--- config.mk ---
export PLATFORM = sky130hd
export DESIGN_NAME = bis_sqrt
export DESIGN_NICKNAME = d
export VERILOG_FILES = /design/src/design/bis_pkg.sv /design/src/design/bis_sqrt.sv
export SDC_FILE = /design/constraint.sdc
export NUM_CORES = 1
export LEC_CHECK = 0
export BUFFER_PORTS_ARGS = -buffer_cell sky130_fd_sc_hd__buf_2
export CAP_MARGIN = 25
export CORE_AREA = 2 2 171 173
export DETAILED_ROUTE_END_ITERATION = 7
export DIE_AREA = 0 0 173 175
export PLACE_DENSITY = 0.6
export SLEW_MARGIN = 15
export SYNTH_ARGS = -nofsm -noshare
export SYNTH_HDL_FRONTEND = slang
export SYNTH_SLANG_ARGS = --single-unit
export TNS_END_PERCENT = 20
--- constraint.sdc ---
create_clock -name clk -period 6.3 [get_ports clk]
set_input_delay 1.26 -clock clk [delete_from_list [all_inputs] [get_ports clk]]
set_output_delay 1.26 -clock clk [all_outputs]
set_load 0.02 [all_outputs]
--- src/design/bis_pkg.sv ---
`timescale 1ns / 1ps
// ----------------------------------------------------------------------------
// bis_pkg
// shared types and constants of the interpolation search core
// ----------------------------------------------------------------------------
package bis_pkg;

  localparam int TABLE_DEPTH = 1024;
  localparam int ADDR_W      = $clog2(TABLE_DEPTH);
  localparam int CNT_W       = 11;
  localparam int KEY_W       = 32;
  localparam int VOL_W       = 31;
  localparam int Q_FRAC      = 16;
  localparam int NUM_W       = 44;
  localparam int DEN_W       = 34;
  localparam int ROOT_W      = 22;
  localparam int ACC_W       = 32;

  localparam logic OP_LOAD   = 1'b0;
  localparam logic OP_SEARCH = 1'b1;

  typedef struct packed {
    logic                    op;
    logic [ADDR_W-1:0]       entry_index;
    logic signed [KEY_W-1:0] day_key;
    logic [VOL_W-1:0]        entry_volume;
  } in_t;

  typedef struct packed {
    logic             found;
    logic [VOL_W-1:0] result_volume;
  } out_t;

endpackage

--- src/design/bis_sqrt.sv ---
`timescale 1ns / 1ps
// ----------------------------------------------------------------------------
// bis_sqrt
// digit-by-digit square root of size, result in unsigned q6.16, truncated
// ----------------------------------------------------------------------------
module bis_sqrt (
  input  logic                              clk,
  input  logic                              rst_n,
  input  logic                              start,
  input  logic [bis_pkg::CNT_W-1:0]         size,
  output logic                              done,
  output logic [bis_pkg::ROOT_W-1:0]        root
);

  localparam int XW = bis_pkg::CNT_W + 2 * bis_pkg::Q_FRAC;

  logic          busy_r, busy_nxt;
  logic          done_r, done_nxt;
  logic [XW-1:0] x_r, x_nxt;
  logic [XW-1:0] r_r, r_nxt;
  logic [XW-1:0] b_r, b_nxt;
  logic [XW-1:0] t;

  always_comb begin
    busy_nxt = busy_r;
    done_nxt = 1'b0;
    x_nxt    = x_r;
    r_nxt    = r_r;
    b_nxt    = b_r;
    t        = r_r + b_r;
    if (start) begin
      busy_nxt = 1'b1;
      x_nxt    = {size, {(2 * bis_pkg::Q_FRAC){1'b0}}};
      r_nxt    = '0;
      b_nxt    = {1'b1, {(XW-1){1'b0}}} >> ((XW - 1) % 2);
    end else if (busy_r) begin
      if (x_r >= t) begin
        x_nxt = x_r - t;
        r_nxt = (r_r >> 1) + b_r;
      end else begin
        r_nxt = r_r >> 1;
      end
      b_nxt = b_r >> 2;
      if (b_r[0]) begin
        busy_nxt = 1'b0;
        done_nxt = 1'b1;
      end
    end
  end

  assign done = done_r;
  assign root = r_r[bis_pkg::ROOT_W-1:0];

  always_ff @(posedge clk) begin
    if (!rst_n) begin
      busy_r <= 1'b0;
      done_r <= 1'b0;
    end else begin
      busy_r <= busy_nxt;
      done_r <= done_nxt;
    end
    x_r <= x_nxt;
    r_r <= r_nxt;
    b_r <= b_nxt;
  end

endmodule

# Word-level counts from Yosys, hierarchy flattened

Cells that the tools add are included.

$add $sub $neg: 3
Multiply operators: 0
Div/mod/pow operators: 0
Order comparisons: 1
Eq/ne operators: 0
Shifts and indexed selects: 0
Mux-type cells: 8
Bitwise operators: 2
Reduce and logical (&&, ||, !) cells: 5

Operator list:

| kind                    | number |
|---|---|
| 2-to-1 mux 43 bit       | 4 |
| adder 42 x 43 -> 43 bit | 1 |
| adder 43 bit            | 1 |
| >= comparator 43 bit    | 1 |
| subtractor 43 bit       | 1 |
| 2-to-1 mux 1 bit        | 4 |
| AND reduction 2 bit     | 2 |
| nonzero test 2 bit      | 2 |
| OR reduction 3 bit      | 1 |
| NOT 1 bit               | 2 |

Register bits after elaboration: 110
Bits in latches: 0
Memory bits (writable): 0
Bits in read-only memories: 0
Input bits: 14
Output and inout port bits: 23
Logic and storage cells: 25
Memories kept: 0

# Logic depth before layout (Yosys ltp)

Depth after elaboration: 5
Depth in mapped cells: 27
Gate-level depth less buffers: 23

# Worst setup path before layout

Ideal clock, no wire load.

Kind: flip-flop to flip-flop
From: register r_r[2]
To: register x_r[32], enable pin
Library setup time: 0.291 ns
Arrival time: 4.904 ns
Required time: 6.009 ns
Path slack: 1.105 ns
Stages on the path, launching flop included: 23
Period minus slack after synthesis: 5.195 ns
Cell sequence: dfxtp_1 ha_1 a31oi_1 o21bai_1 a31oi_1 o21ai_1 o21ai_2 o31ai_4 a31oi_2 o21bai_1 a221o_1 a21o_1 ha_1 and3_4 a221o_1 o21a_1 a311oi_2 and4b_1 buf_4 nor3_2 buf_4 nor2_1 inv_1

Cells in the longest elaborated chain, start to end: 4

Ends and longest elaborated chain:

| what                          | line           | source |
|---|---|---|
| from (decl)                   | bis_sqrt.sv:20 | `logic [XW-1:0] r_r, r_nxt;` |
| from (signal assigned)        | bis_sqrt.sv:63 | `r_r <= r_nxt;` |
| adder 43 bit                  | bis_sqrt.sv:30 | `t = r_r + b_r;` |
| >= comparator 43 bit          | bis_sqrt.sv:37 | `if (x_r >= t) begin` |
| nonzero test 2 bit (no line)  | -              |  |
| AND reduction 2 bit (no line) | -              |  |
| to (signal assigned)          | bis_sqrt.sv:62 | `x_r <= x_nxt;` |
| to (decl)                     | bis_sqrt.sv:19 | `logic [XW-1:0] x_r, x_nxt;` |

Every way passes these cells.
A chain may end at the register's enable or synchronous reset.

# Worst setup path in the final report

From: register b_r[2]
To: register x_r[35], enable pin

Cells in the longest elaborated chain, start to end: 4

Ends and longest elaborated chain:

| what                          | line           | source |
|---|---|---|
| from (decl)                   | bis_sqrt.sv:21 | `logic [XW-1:0] b_r, b_nxt;` |
| from (signal assigned)        | bis_sqrt.sv:64 | `b_r <= b_nxt;` |
| adder 43 bit                  | bis_sqrt.sv:30 |  |
| >= comparator 43 bit          | bis_sqrt.sv:37 |  |
| nonzero test 2 bit (no line)  | -              |  |
| AND reduction 2 bit (no line) | -              |  |

Every way passes these cells.

==> results.txt <==
drt drc: 0
fill count: 3001
internal power component: 2.27 mW
Yosys warnings: 0
drt pass-1 iters: 4
Post-synth top flop: dfxtp_1
Post-Syn Instances: 1218
core area: 28400 sq um
DP Wirelength: 20.2 mm
initial core utilization: 0.346
CTS tree: yes
clock skew: 0.0198 ns
Synth Net Count: 1320
gr ovfl total: 0
CP required: 6.35 ns
Rel. slew slack: 0.413
RSZ-0062 raised after global routing: no
largest cells by area after synthesis: dfxtp_1, ha_1, nor2_1
Period minus WS final: 5.88 ns
setup tns final: 0 ns
Rows: 62
worst slew pin tran: 0.881 ns
All-Layer GR Usage: 0.178
PortBufs: 36
post-synthesis xor/xnor area fraction: 0.0864
most common cell in the netlist: nor2_1
status: finished, final reports clean
Synth Cell Area: 9830 sq um
H-tree depth: 3
sw power: 2.21 mW
Distinct cells, synth: 86
design area: 10500 sq um
Num CTS Buffers: 9
clk sinks: 110
Final ANT Viol Nets: 0
min-delay worst type: flip-flop to flip-flop
Area Overhead vs Synth: 6.58%
leakage dissipation: 4.03 nW
routed wire length: 27.2 mm
first-pass GRT wire length: 44.4 mm
Seq pwr share: 0.215
worst path arrival time: 5.93 ns
kind of critical path: flip-flop to flip-flop
final net count: 1300
Power Density: 427 nW/um^2
Die H: 175 um
post-synthesis mux area share: 0.0552
CP max FO: 11
Hold Slack: 0.492 ns
Fin. Hold Viols: 0
clock share of power: 0.143
ys async rst share: 0
sw frac: 0.493
Simple-Gate Fraction of Synth Area: 0.185
vias in the first global route: 8416
ant diodes: 0
vias: 8843
final setup vio count: 0
root buffer cell: clkbuf_16
VDD IR max: 197 uV
count of final max-slew check failures: 0
adder-cell share of the synthesized area: 0.113
Core Util, Final: 0.369
fmax: 0.170 GHz
Seq cells post-synth: 110
Post-synth top cells: nor2_1, nand2_1, dfxtp_1
clock slew at reported path FFs: 0.10 ns
initial antenna violation count: 0
vias per inst: 5.57
Synth top area share: 0.202
CP startpoint kind: flip-flop
Max-Cap Viols: 0
Chip Width: 173 um
clk buf depth: 2
Cells after DPL: 1569
share of cells above drive strength 1: 0.0948
Cell Area, Placed: 10100 sq um
largest net degree at the start of global routing: 73
Post-synth EDFFs: 11
fin crit share: 0.934
Non-Filler Instances: 1587
sequential-to-total area share from yosys stat: 0.235
compound-gate portion of the synthesized area: 0.268
Wirelength per Cell: 17.1 um
1st-iter DRT viols: 509
GPL Wtd Cong: 0.900
Comb pwr share: 0.642
Post-Syn Area per Cell: 8.07 sq um
cell taking the most area after synthesis: dfxtp_1
largest family of logic cells by synthesized area: compound AO/OA/AOI/OAI gates
clock latency at the later pin of the worst-skew pair: 0.38 ns
I/O pin count: 37
# hold bufs at CTS: 0
Worst setup EP type: flip-flop
die area: 30300 sq um
[path summary, 6_finish.rpt]
check	startpoint	slack (ns)	cells past startpoint	end
worst max-delay path	b_r[2]	0.42	21	x_r[35]
worst min-delay path	x_r[31]	0.49	1	x_r[31]
worst min register to register	x_r[31]	0.49	1	x_r[31]
worst max register to register	b_r[2]	0.42	21	x_r[35]
[cells in the final DEF (no fill, tap or decap), types with 7 or more instances in the layout]
cell and count:
ha_1 87, nand3_1 19, a311oi_1 14, a31oi_1 32, inv_1 22, o31ai_1 9
a21oi_1 79, edfxtp_1 11, buf_2 35, a22o_1 7, nor2b_1 10, o21a_1 12
nand2b_1 7, o21ai_0 44, nor2_1 168, clkbuf_16 9, a211oi_1 28, xnor2_1 52
o31a_1 13, dfxtp_1 98, nand2_1 113, or3_1 7, o21bai_1 25, o21ai_1 11
nand4_1 14, buf_4 12, nor3_2 9, a311oi_2 7, mux2i_1 52, a21o_1 24
nor3_1 22, xor2_1 45
[what timing repair did]
| action | 4_1_cts | 5_1_grt |
|---|---|---|
| setup buffers | 0 | 1 |
| resized for setup | 0 | 3 |
| setup endpoints to repair | 0 | 11 |
[cells by family (layout without fill, tap and decap cells)]
kind of cell             Yosys count  after routing
buffers and inverters            104             88
multiplexers                      54             54
AND/OR/NAND/NOR                  399            400
XOR/XNOR                          97             97
AO/OA/AOI/OAI                    366            366
adder cells (fa/ha/maj)           88             88
flip-flops                       110            110
[layout make-up]
type                    count  area, sq um  share of cell area
multi-input cells        1005         6970               0.665
inverters                  23         88.8             0.00848
clock buffers               9          225              0.0215
well taps                 384          480              0.0458
clock inverters             7          103             0.00979
flip-flops and latches    110         2320               0.221
repair buffers             49          297              0.0283
[sequential cells by signal, indices dropped and copies added, names as in the netlist]
signal and cells:
b_r 22, done 1, x_r 43, busy_r 1, r_r 43
[worst max-delay path, stage by stage (launching register included)]
cell	delay (ns)
dfxtp_1	0.39
ha_1	0.29
a31oi_1	0.27
o21bai_1	0.16
a31oi_1	0.33
o21ai_1	0.24
o21ai_2	0.30
o31ai_4	0.12
a31oi_2	0.28
o21bai_1	0.17
a221o_1	0.33
a21o_1	0.16
ha_1	0.36
and3_4	0.20
a221o_1	0.34
o21a_1	0.19
a311oi_2	0.29
o31a_2	0.34
buf_4	0.17
nor3_4	0.04
nor2_1	0.27
inv_1	0.30
[metrics by stage]
step | setup slack, ns | total power [mW]
after global placement | 0.474 | 3.75
after detailed placement | 0.321 | 3.77
after floorplan | 1.10 | 3.23
after global routing | 0.0000355 | 4.84
final | 0.416 | 4.48
after CTS | 0.278 | 4.44
[layer usage]
| metal | global-route usage | up-vias | part of all wire |
|---|---|---|---|
| met5 | 0 | - | 0 |
| met4 | 0.0540 | 0 | 0.020 |
| met3 | 0.0178 | 33 | 0.037 |
| met2 | 0.292 | 203 | 0.46 |
| met1 | 0.248 | 4178 | 0.48 |
| li1 | - | 4429 | - |
[power groups by stage]
stage                     Sequential (mW)  Clock, mW  Combinational [mW]
after floorplan                     0.925          0                2.30
after CTS                           0.964      0.659                2.82
after detailed placement            0.977          0                2.80
after global placement              0.975          0                2.77
final                               0.965      0.640                2.87
after global routing                0.984      0.688                3.16
(Power assumes the default switching activity.)
