File: src/design/bis_pkg.sv
`timescale 1ns / 1ps
// ----------------------------------------------------------------------------
// bis_pkg
// shared types and constants of the interpolation search core
// ----------------------------------------------------------------------------
package bis_pkg;

  localparam int TABLE_DEPTH = 1024;
  localparam int ADDR_W      = $clog2(TABLE_DEPTH);
  localparam int CNT_W       = 11;
  localparam int KEY_W       = 32;
  localparam int VOL_W       = 31;
  localparam int Q_FRAC      = 16;
  localparam int NUM_W       = 44;
  localparam int DEN_W       = 34;
  localparam int ROOT_W      = 22;
  localparam int ACC_W       = 32;

  localparam logic OP_LOAD   = 1'b0;
  localparam logic OP_SEARCH = 1'b1;

  typedef struct packed {
    logic                    op;
    logic [ADDR_W-1:0]       entry_index;
    logic signed [KEY_W-1:0] day_key;
    logic [VOL_W-1:0]        entry_volume;
  } in_t;

  typedef struct packed {
    logic             found;
    logic [VOL_W-1:0] result_volume;
  } out_t;

endpackage

File: src/design/bis_div.sv
`timescale 1ns / 1ps
// ----------------------------------------------------------------------------
// bis_div
// bit-serial signed floor divider, one quotient bit per cycle
// ----------------------------------------------------------------------------
module bis_div (
  input  logic                             clk,
  input  logic                             rst_n,
  input  logic                             start,
  input  logic signed [bis_pkg::NUM_W-1:0] num,
  input  logic signed [bis_pkg::DEN_W-1:0] den,
  output logic                             done,
  output logic signed [bis_pkg::NUM_W-1:0] quo
);

  localparam int MW = bis_pkg::NUM_W - 1;
  localparam int DW = bis_pkg::DEN_W - 1;

  logic          busy_r, busy_nxt;
  logic          done_r, done_nxt;
  logic [5:0]    cnt_r, cnt_nxt;
  logic [MW-1:0] qm_r, qm_nxt;
  logic [DW-1:0] rem_r, rem_nxt;
  logic [DW-1:0] dm_r, dm_nxt;
  logic          neg_r, neg_nxt;

  logic [bis_pkg::NUM_W-1:0] nmag;
  logic [bis_pkg::DEN_W-1:0] dmag;
  logic [DW:0]               sh;
  logic [bis_pkg::NUM_W-1:0] qt;

  always_comb begin
    nmag     = num[bis_pkg::NUM_W-1] ? -num : num;
    dmag     = den[bis_pkg::DEN_W-1] ? -den : den;
    sh       = {rem_r, qm_r[MW-1]};
    busy_nxt = busy_r;
    done_nxt = 1'b0;
    cnt_nxt  = cnt_r;
    qm_nxt   = qm_r;
    rem_nxt  = rem_r;
    dm_nxt   = dm_r;
    neg_nxt  = neg_r;
    if (start) begin
      busy_nxt = 1'b1;
      cnt_nxt  = 6'(MW);
      qm_nxt   = nmag[MW-1:0];
      rem_nxt  = '0;
      dm_nxt   = dmag[DW-1:0];
      neg_nxt  = num[bis_pkg::NUM_W-1] ^ den[bis_pkg::DEN_W-1];
    end else if (busy_r) begin
      if (sh >= {1'b0, dm_r}) begin
        rem_nxt = DW'(sh - {1'b0, dm_r});
        qm_nxt  = {qm_r[MW-2:0], 1'b1};
      end else begin
        rem_nxt = sh[DW-1:0];
        qm_nxt  = {qm_r[MW-2:0], 1'b0};
      end
      cnt_nxt = cnt_r - 6'd1;
      if (cnt_r == 6'd1) begin
        busy_nxt = 1'b0;
        done_nxt = 1'b1;
      end
    end
    qt = {1'b0, qm_r};
    if (neg_r) begin
      quo = -$signed(qt) - ((rem_r != '0) ? 44'sd1 : 44'sd0);
    end else begin
      quo = $signed(qt);
    end
  end

  assign done = done_r;

  always_ff @(posedge clk) begin
    if (!rst_n) begin
      busy_r <= 1'b0;
      done_r <= 1'b0;
      cnt_r  <= '0;
    end else begin
      busy_r <= busy_nxt;
      done_r <= done_nxt;
      cnt_r  <= cnt_nxt;
    end
    qm_r  <= qm_nxt;
    rem_r <= rem_nxt;
    dm_r  <= dm_nxt;
    neg_r <= neg_nxt;
  end

endmodule

File: config.mk
export PLATFORM = sky130hd
export DESIGN_NAME = bis_div
export DESIGN_NICKNAME = d
export VERILOG_FILES = /design/src/design/bis_pkg.sv /design/src/design/bis_div.sv
export SDC_FILE = /design/constraint.sdc
export NUM_CORES = 1
export LEC_CHECK = 0
export BUFFER_PORTS_ARGS = -buffer_cell sky130_fd_sc_hd__buf_2
export CORE_ASPECT_RATIO = 1.1
export CORE_MARGIN = 1.5
export CORE_UTILIZATION = 50
export DETAILED_ROUTE_END_ITERATION = 7
export GPL_TIMING_DRIVEN = 1
export PLACE_DENSITY = 0.75
export SLEW_MARGIN = 15
export SYNTH_ARGS = -nofsm -noshare
export SYNTH_HDL_FRONTEND = slang
export SYNTH_SLANG_ARGS = --single-unit
File: constraint.sdc
create_clock -name clk -period 7.9 [get_ports clk]
set_clock_uncertainty 0.1 [all_clocks]
set_input_delay 0.395 -clock clk [delete_from_list [all_inputs] [get_ports clk]]
set_output_delay 0.395 -clock clk [all_outputs]
set_load 0.1 [all_outputs]
After elaboration in Yosys (flattened, before gate mapping) --
Index checks and enable logic that the tools add are counted.
Word-level totals: logic and storage cells 37, register bits 118, bits of input ports 81, output and inout port bits 45
Operators by class: magnitude comparators 1, equal/unequal tests 1, add/sub/neg operators 6, reduce and logical (&&, ||, !) cells 4, bitwise operators 3, muxes and demuxes 14
Operators with widths (count):
- $mux 43 | 3
- $mux 33 | 2
- $mux 44 | 1
- $neg 43->44 | 1
- $sub 44x2->44 | 1
- $neg 43->43 | 1
- $ge 34x33->1 | 1
- $neg 33->33 | 1
- $reduce_bool 33->1 | 1
- $sub 33x33->33 | 1
- $mux 6 | 2
- $eq 6x1->1 const B | 1
- $mux 1 | 6
- $sub 6x1->6 const B | 1
- $reduce_or 3->1 | 1
- $not 1->1 | 2
- $reduce_bool 2->1 | 1
- $reduce_or 2->1 | 1
- $xor 1x1->1 | 1

Depth between registers and ports, before layout --
depth after elaboration 4, mapped depth 16, gate-level depth less buffers 16

Worst setup path before layout --
OpenSTA, ideal clock, no wires.
path type flip-flop to output port, start point register rem_r[1], end point output port quo[38] (netlist bit), arrival time 5547 ps, cell stages (with the launch flop) 14, required time 7405 ps, buffers on the path 0, slack 1858 ps, cells stage by stage dfxtp_1 -> nor4_1 -> nand4_1 -> nor3_1 -> ha_1 -> ha_1 -> nand4_1 -> nand3_1 -> a21oi_1 -> o22ai_1 -> nand2_1 -> nand2_1 -> a31oi_1 -> o311ai_0
Between the ends: cells in the longest elaborated chain, start to end 4
RTL lines:
- from (decl) | line bis_div.sv:23 | logic [DW-1:0] rem_r, rem_nxt;
- from (signal assigned) | line bis_div.sv:85 | rem_r <= rem_nxt;
- $reduce_bool 33->1 | line bis_div.sv:66 | quo = -$signed(qt) - ((rem_r != '0) ? 44'sd1 : 44'sd0);
- $mux 1 | line bis_div.sv:66
- $sub 44x2->44 | line bis_div.sv:66
- $mux 44 | line bis_div.sv:65 | if (neg_r) begin
- to (decl) | line bis_div.sv:13 | output logic signed [bis_pkg::NUM_W-1:0] quo
No other way between the ends.

Worst setup path after layout --
start point register rem_r[7], end point output port quo[43] (netlist bit)
Same word-level chain as after synthesis.

==> results.yml <==
detailed_routing:
  drc_errors: 0
  via_per_inst: 5.863
  wl_mm: 27.68
  wire_per_inst_um: 15.92
  firstDrtPassIters: 6
  drtIter0Drc: 630
  antenna_left: 0
  vias: 10200
floorplan:
  start_util_pct: 50.90
  die_x_um: 143.4
  die_h_um: 157.4
  die_area_um2: 22580
  coreArea_um2: 21300
  io_pins: 126
  rows: 56
final_layout:
  area.growth.synth_to_final_pct: 13.15
  drive_gt1_share_pct: 12.93
  fillers: 1986
  multi_input_area_um2: 7116
  final_cell_count_no_fill: 1739
  design_area_um2: 12270
  register_area_um2: 3133
  final_nets: 1598
clocking:
  clock_path_buffers: 2
  cts_tree: "done"
  cts_setup_buffers: 0
  clk_pin_slew_ns: 0.06
  clk_latency_ns: 0.43
  cts_hold_buf: 0
  post_cts_resize_count: 0
  cts_num_sinks: 118
  ctsHtreeMaxLevel: 4
  cts-root-buf: "clkbuf_16"
  numCtsBuffers: 17
sta:
  final-setup-viol-count: 0
  period_share_pct: 70.69
  slew_headroom_pct: 31.05
  tns_ns: 0
  hold_ws_ns: 0.06224
  finalHoldViolations: 0
  tightestPinTransition_ns: 1.031
  drv_slew: 0
  layout_min_cycle_time_ns: 5.584
  rsz0062_at_grt: "no"
  clock.fmax_mhz: 179.1
place:
  dpl.cell_count: 1704
  placed_area_um2: 11670
  dpl.hpwl_mm: 21.21
  gp_congestion: 0.9341
  port_buffers: 125
worst_setup_path:
  worstRegToRegCells: 13
  rr_startpoint: "qm_r[42]"
  cp-start-kind: "register"
  r2r_end: "rem_r[23]"
  ff2ff_setup_slack_ns: 3.97
  end_kind: "output port"
  crit_end: "quo[43]"
  worstSetupPathType: "reg -> out"
  crit_path_start: "rem_r[7]"
  critPathRequiredTime_ns: 7.40
  cp_max_fo: 6
  cp_data_arrival_time_ns: 5.09
global_route:
  first_global_vias: 9617
  grt-ovfl-total: 0
  grt_use_total_pct: 25.24
  grt_max_degree: 78
  grt_pass1_wl_mm: 45.90
  antenna_found_initial: 3
yosys:
  synth_top_flop_cell: "edfxtp_1"
  async_flop_share_pct: 0
  synth_top_area_cell: "edfxtp_1"
  syn_inst: 1342
  synth_cell_type_count: 67
  synth_top_area_share_pct: 21.33
  yosysSeqAreaShare_pct: 28.90
  synth_commonest_cells: "a21oi_1, nor2_1, nand2_1"
  synth-edff-count: 77
  synth.avg_cell_area_um2: 8.079
  yosysWarnings: 0
  yosysMostFrequentCell: "a21oi_1"
  ys_ff_latch: 118
  synth_area_leaders: "edfxtp_1, ha_1, dfxtp_1"
  netlist_area_um2: 10840
  syn_nets: 1507
run:
  maxCapViolations: 0
pwr:
  power_density_nw_per_um2: 257.2
  leakage_nw: 5.351
  vdd_drop_max_mv: 0.1578
  p_total_w: 0.003155
min_path:
  hold_path_depth: 1
  worstHoldPathType: "in -> reg"
status:
  outcome: "finished clean"
worst min-delay path by stage:
| stage | start | slack, ns | endpoint |
|---|---|---|---|
| 2_1_floorplan | rem_r[4] | 0.35 | rem_r[4] |
| 3_3_place_gp | rem_r[4] | 0.37 | rem_r[4] |
| 3_5_place_dp | rem_r[4] | 0.39 | rem_r[4] |
| 4_1_cts | den[0] | 0.05 | dm_r[0] |
| 5_1_grt | den[0] | 0.05 | dm_r[0] |
| 6_report | den[0] | 0.06 | dm_r[0] |
through the flow:
stage	setup WS, ns	utilization, %
floorplan	1.858	-
global placement	2.840	54.78
detailed placement	2.810	54.78
CTS	2.310	57.55
global route	1.982	57.59
finish	2.316	57.59
power breakdown:
part	switching, W	internal (W)
Sequential	0.0000533	0.000736
Combinational	0.00114	0.000453
Clock	0.000305	0.000470
Total	0.00150	0.00166
layout by cell type, fill, tap and decap left out, types with 7 or more instances in the layout:
| master | n |
|---|---|
| a21oi_1 | 136 |
| nor2_1 | 124 |
| buf_2 | 124 |
| nand2_1 | 107 |
| inv_1 | 97 |
| o21ai_0 | 85 |
| ha_1 | 83 |
| edfxtp_1 | 77 |
| xor2_1 | 72 |
| xnor2_1 | 65 |
| dfxtp_1 | 41 |
| a21o_1 | 38 |
| nand3_1 | 37 |
| o31ai_1 | 30 |
| a211oi_1 | 29 |
| mux2i_1 | 28 |
| nand4_1 | 22 |
| clkbuf_16 | 17 |
| nand2b_1 | 15 |
| a31oi_1 | 15 |
| nor4_1 | 14 |
| nor3_1 | 14 |
| or4_1 | 14 |
| o41ai_1 | 12 |
| nor2b_1 | 11 |
| o21a_1 | 11 |
| or3_1 | 10 |
| and3_1 | 10 |
| o211ai_1 | 9 |
| buf_4 | 9 |
| inv_6 | 7 |
metal layers:
layer	share of wire [%]	vias to the layer above	GRT usage (%)
met5	0	-	0
met4	2.7	0	9.913
met3	5.0	50	3.955
met2	47	321	41.94
met1	46	4712	32.77
li1	-	5112	-
critical path, cell delays in order (launching register included):
cell      delay, ns
dfxtp_1        0.35
nor4_1         0.46
nand4_1        0.14
nor3_1         0.32
ha_1           0.24
ha_1           0.18
inv_1          0.06
ha_1           0.21
o21bai_1       0.18
a21bo_2        0.16
a21oi_1        0.13
o311a_1        0.39
o21ai_0        0.31
a21oi_1        0.26
o21ai_0        0.48
a31oi_1        0.18
mux2i_1        0.17
buf_2          0.44
flip-flops by register name (all words and copies together), names as in the netlist:
signal / count
busy_r: 1
cnt_r: 6
dm_r: 33
done: 1
neg_r: 1
qm_r: 43
rem_r: 33
final cells by class:
class                      instances  area share (%)
antenna                            3         0.06120
clock buffer                      17           3.468
clock inverter                    15           1.357
inverter                          98           2.999
multi-input combinational       1065           58.01
sequential                       118           25.54
tap                              290           2.958
timing repair buffer             133           5.610
cell families (layout without fill, tap and decap cells):
logic type | Yosys count | in the layout | share of synthesized area, %
flip-flops | 118 | 118 | 28.90
other | 0 | 3 | 0
adder cells (fa/ha/maj) | 84 | 84 | 9.763
AND/OR/NAND/NOR | 400 | 400 | 17.76
buffers and inverters | 159 | 263 | 5.505
multiplexers | 29 | 29 | 2.689
XOR/XNOR | 137 | 137 | 11.07
AO/OA/AOI/OAI | 415 | 415 | 24.32
(Power assumes the default switching activity.)
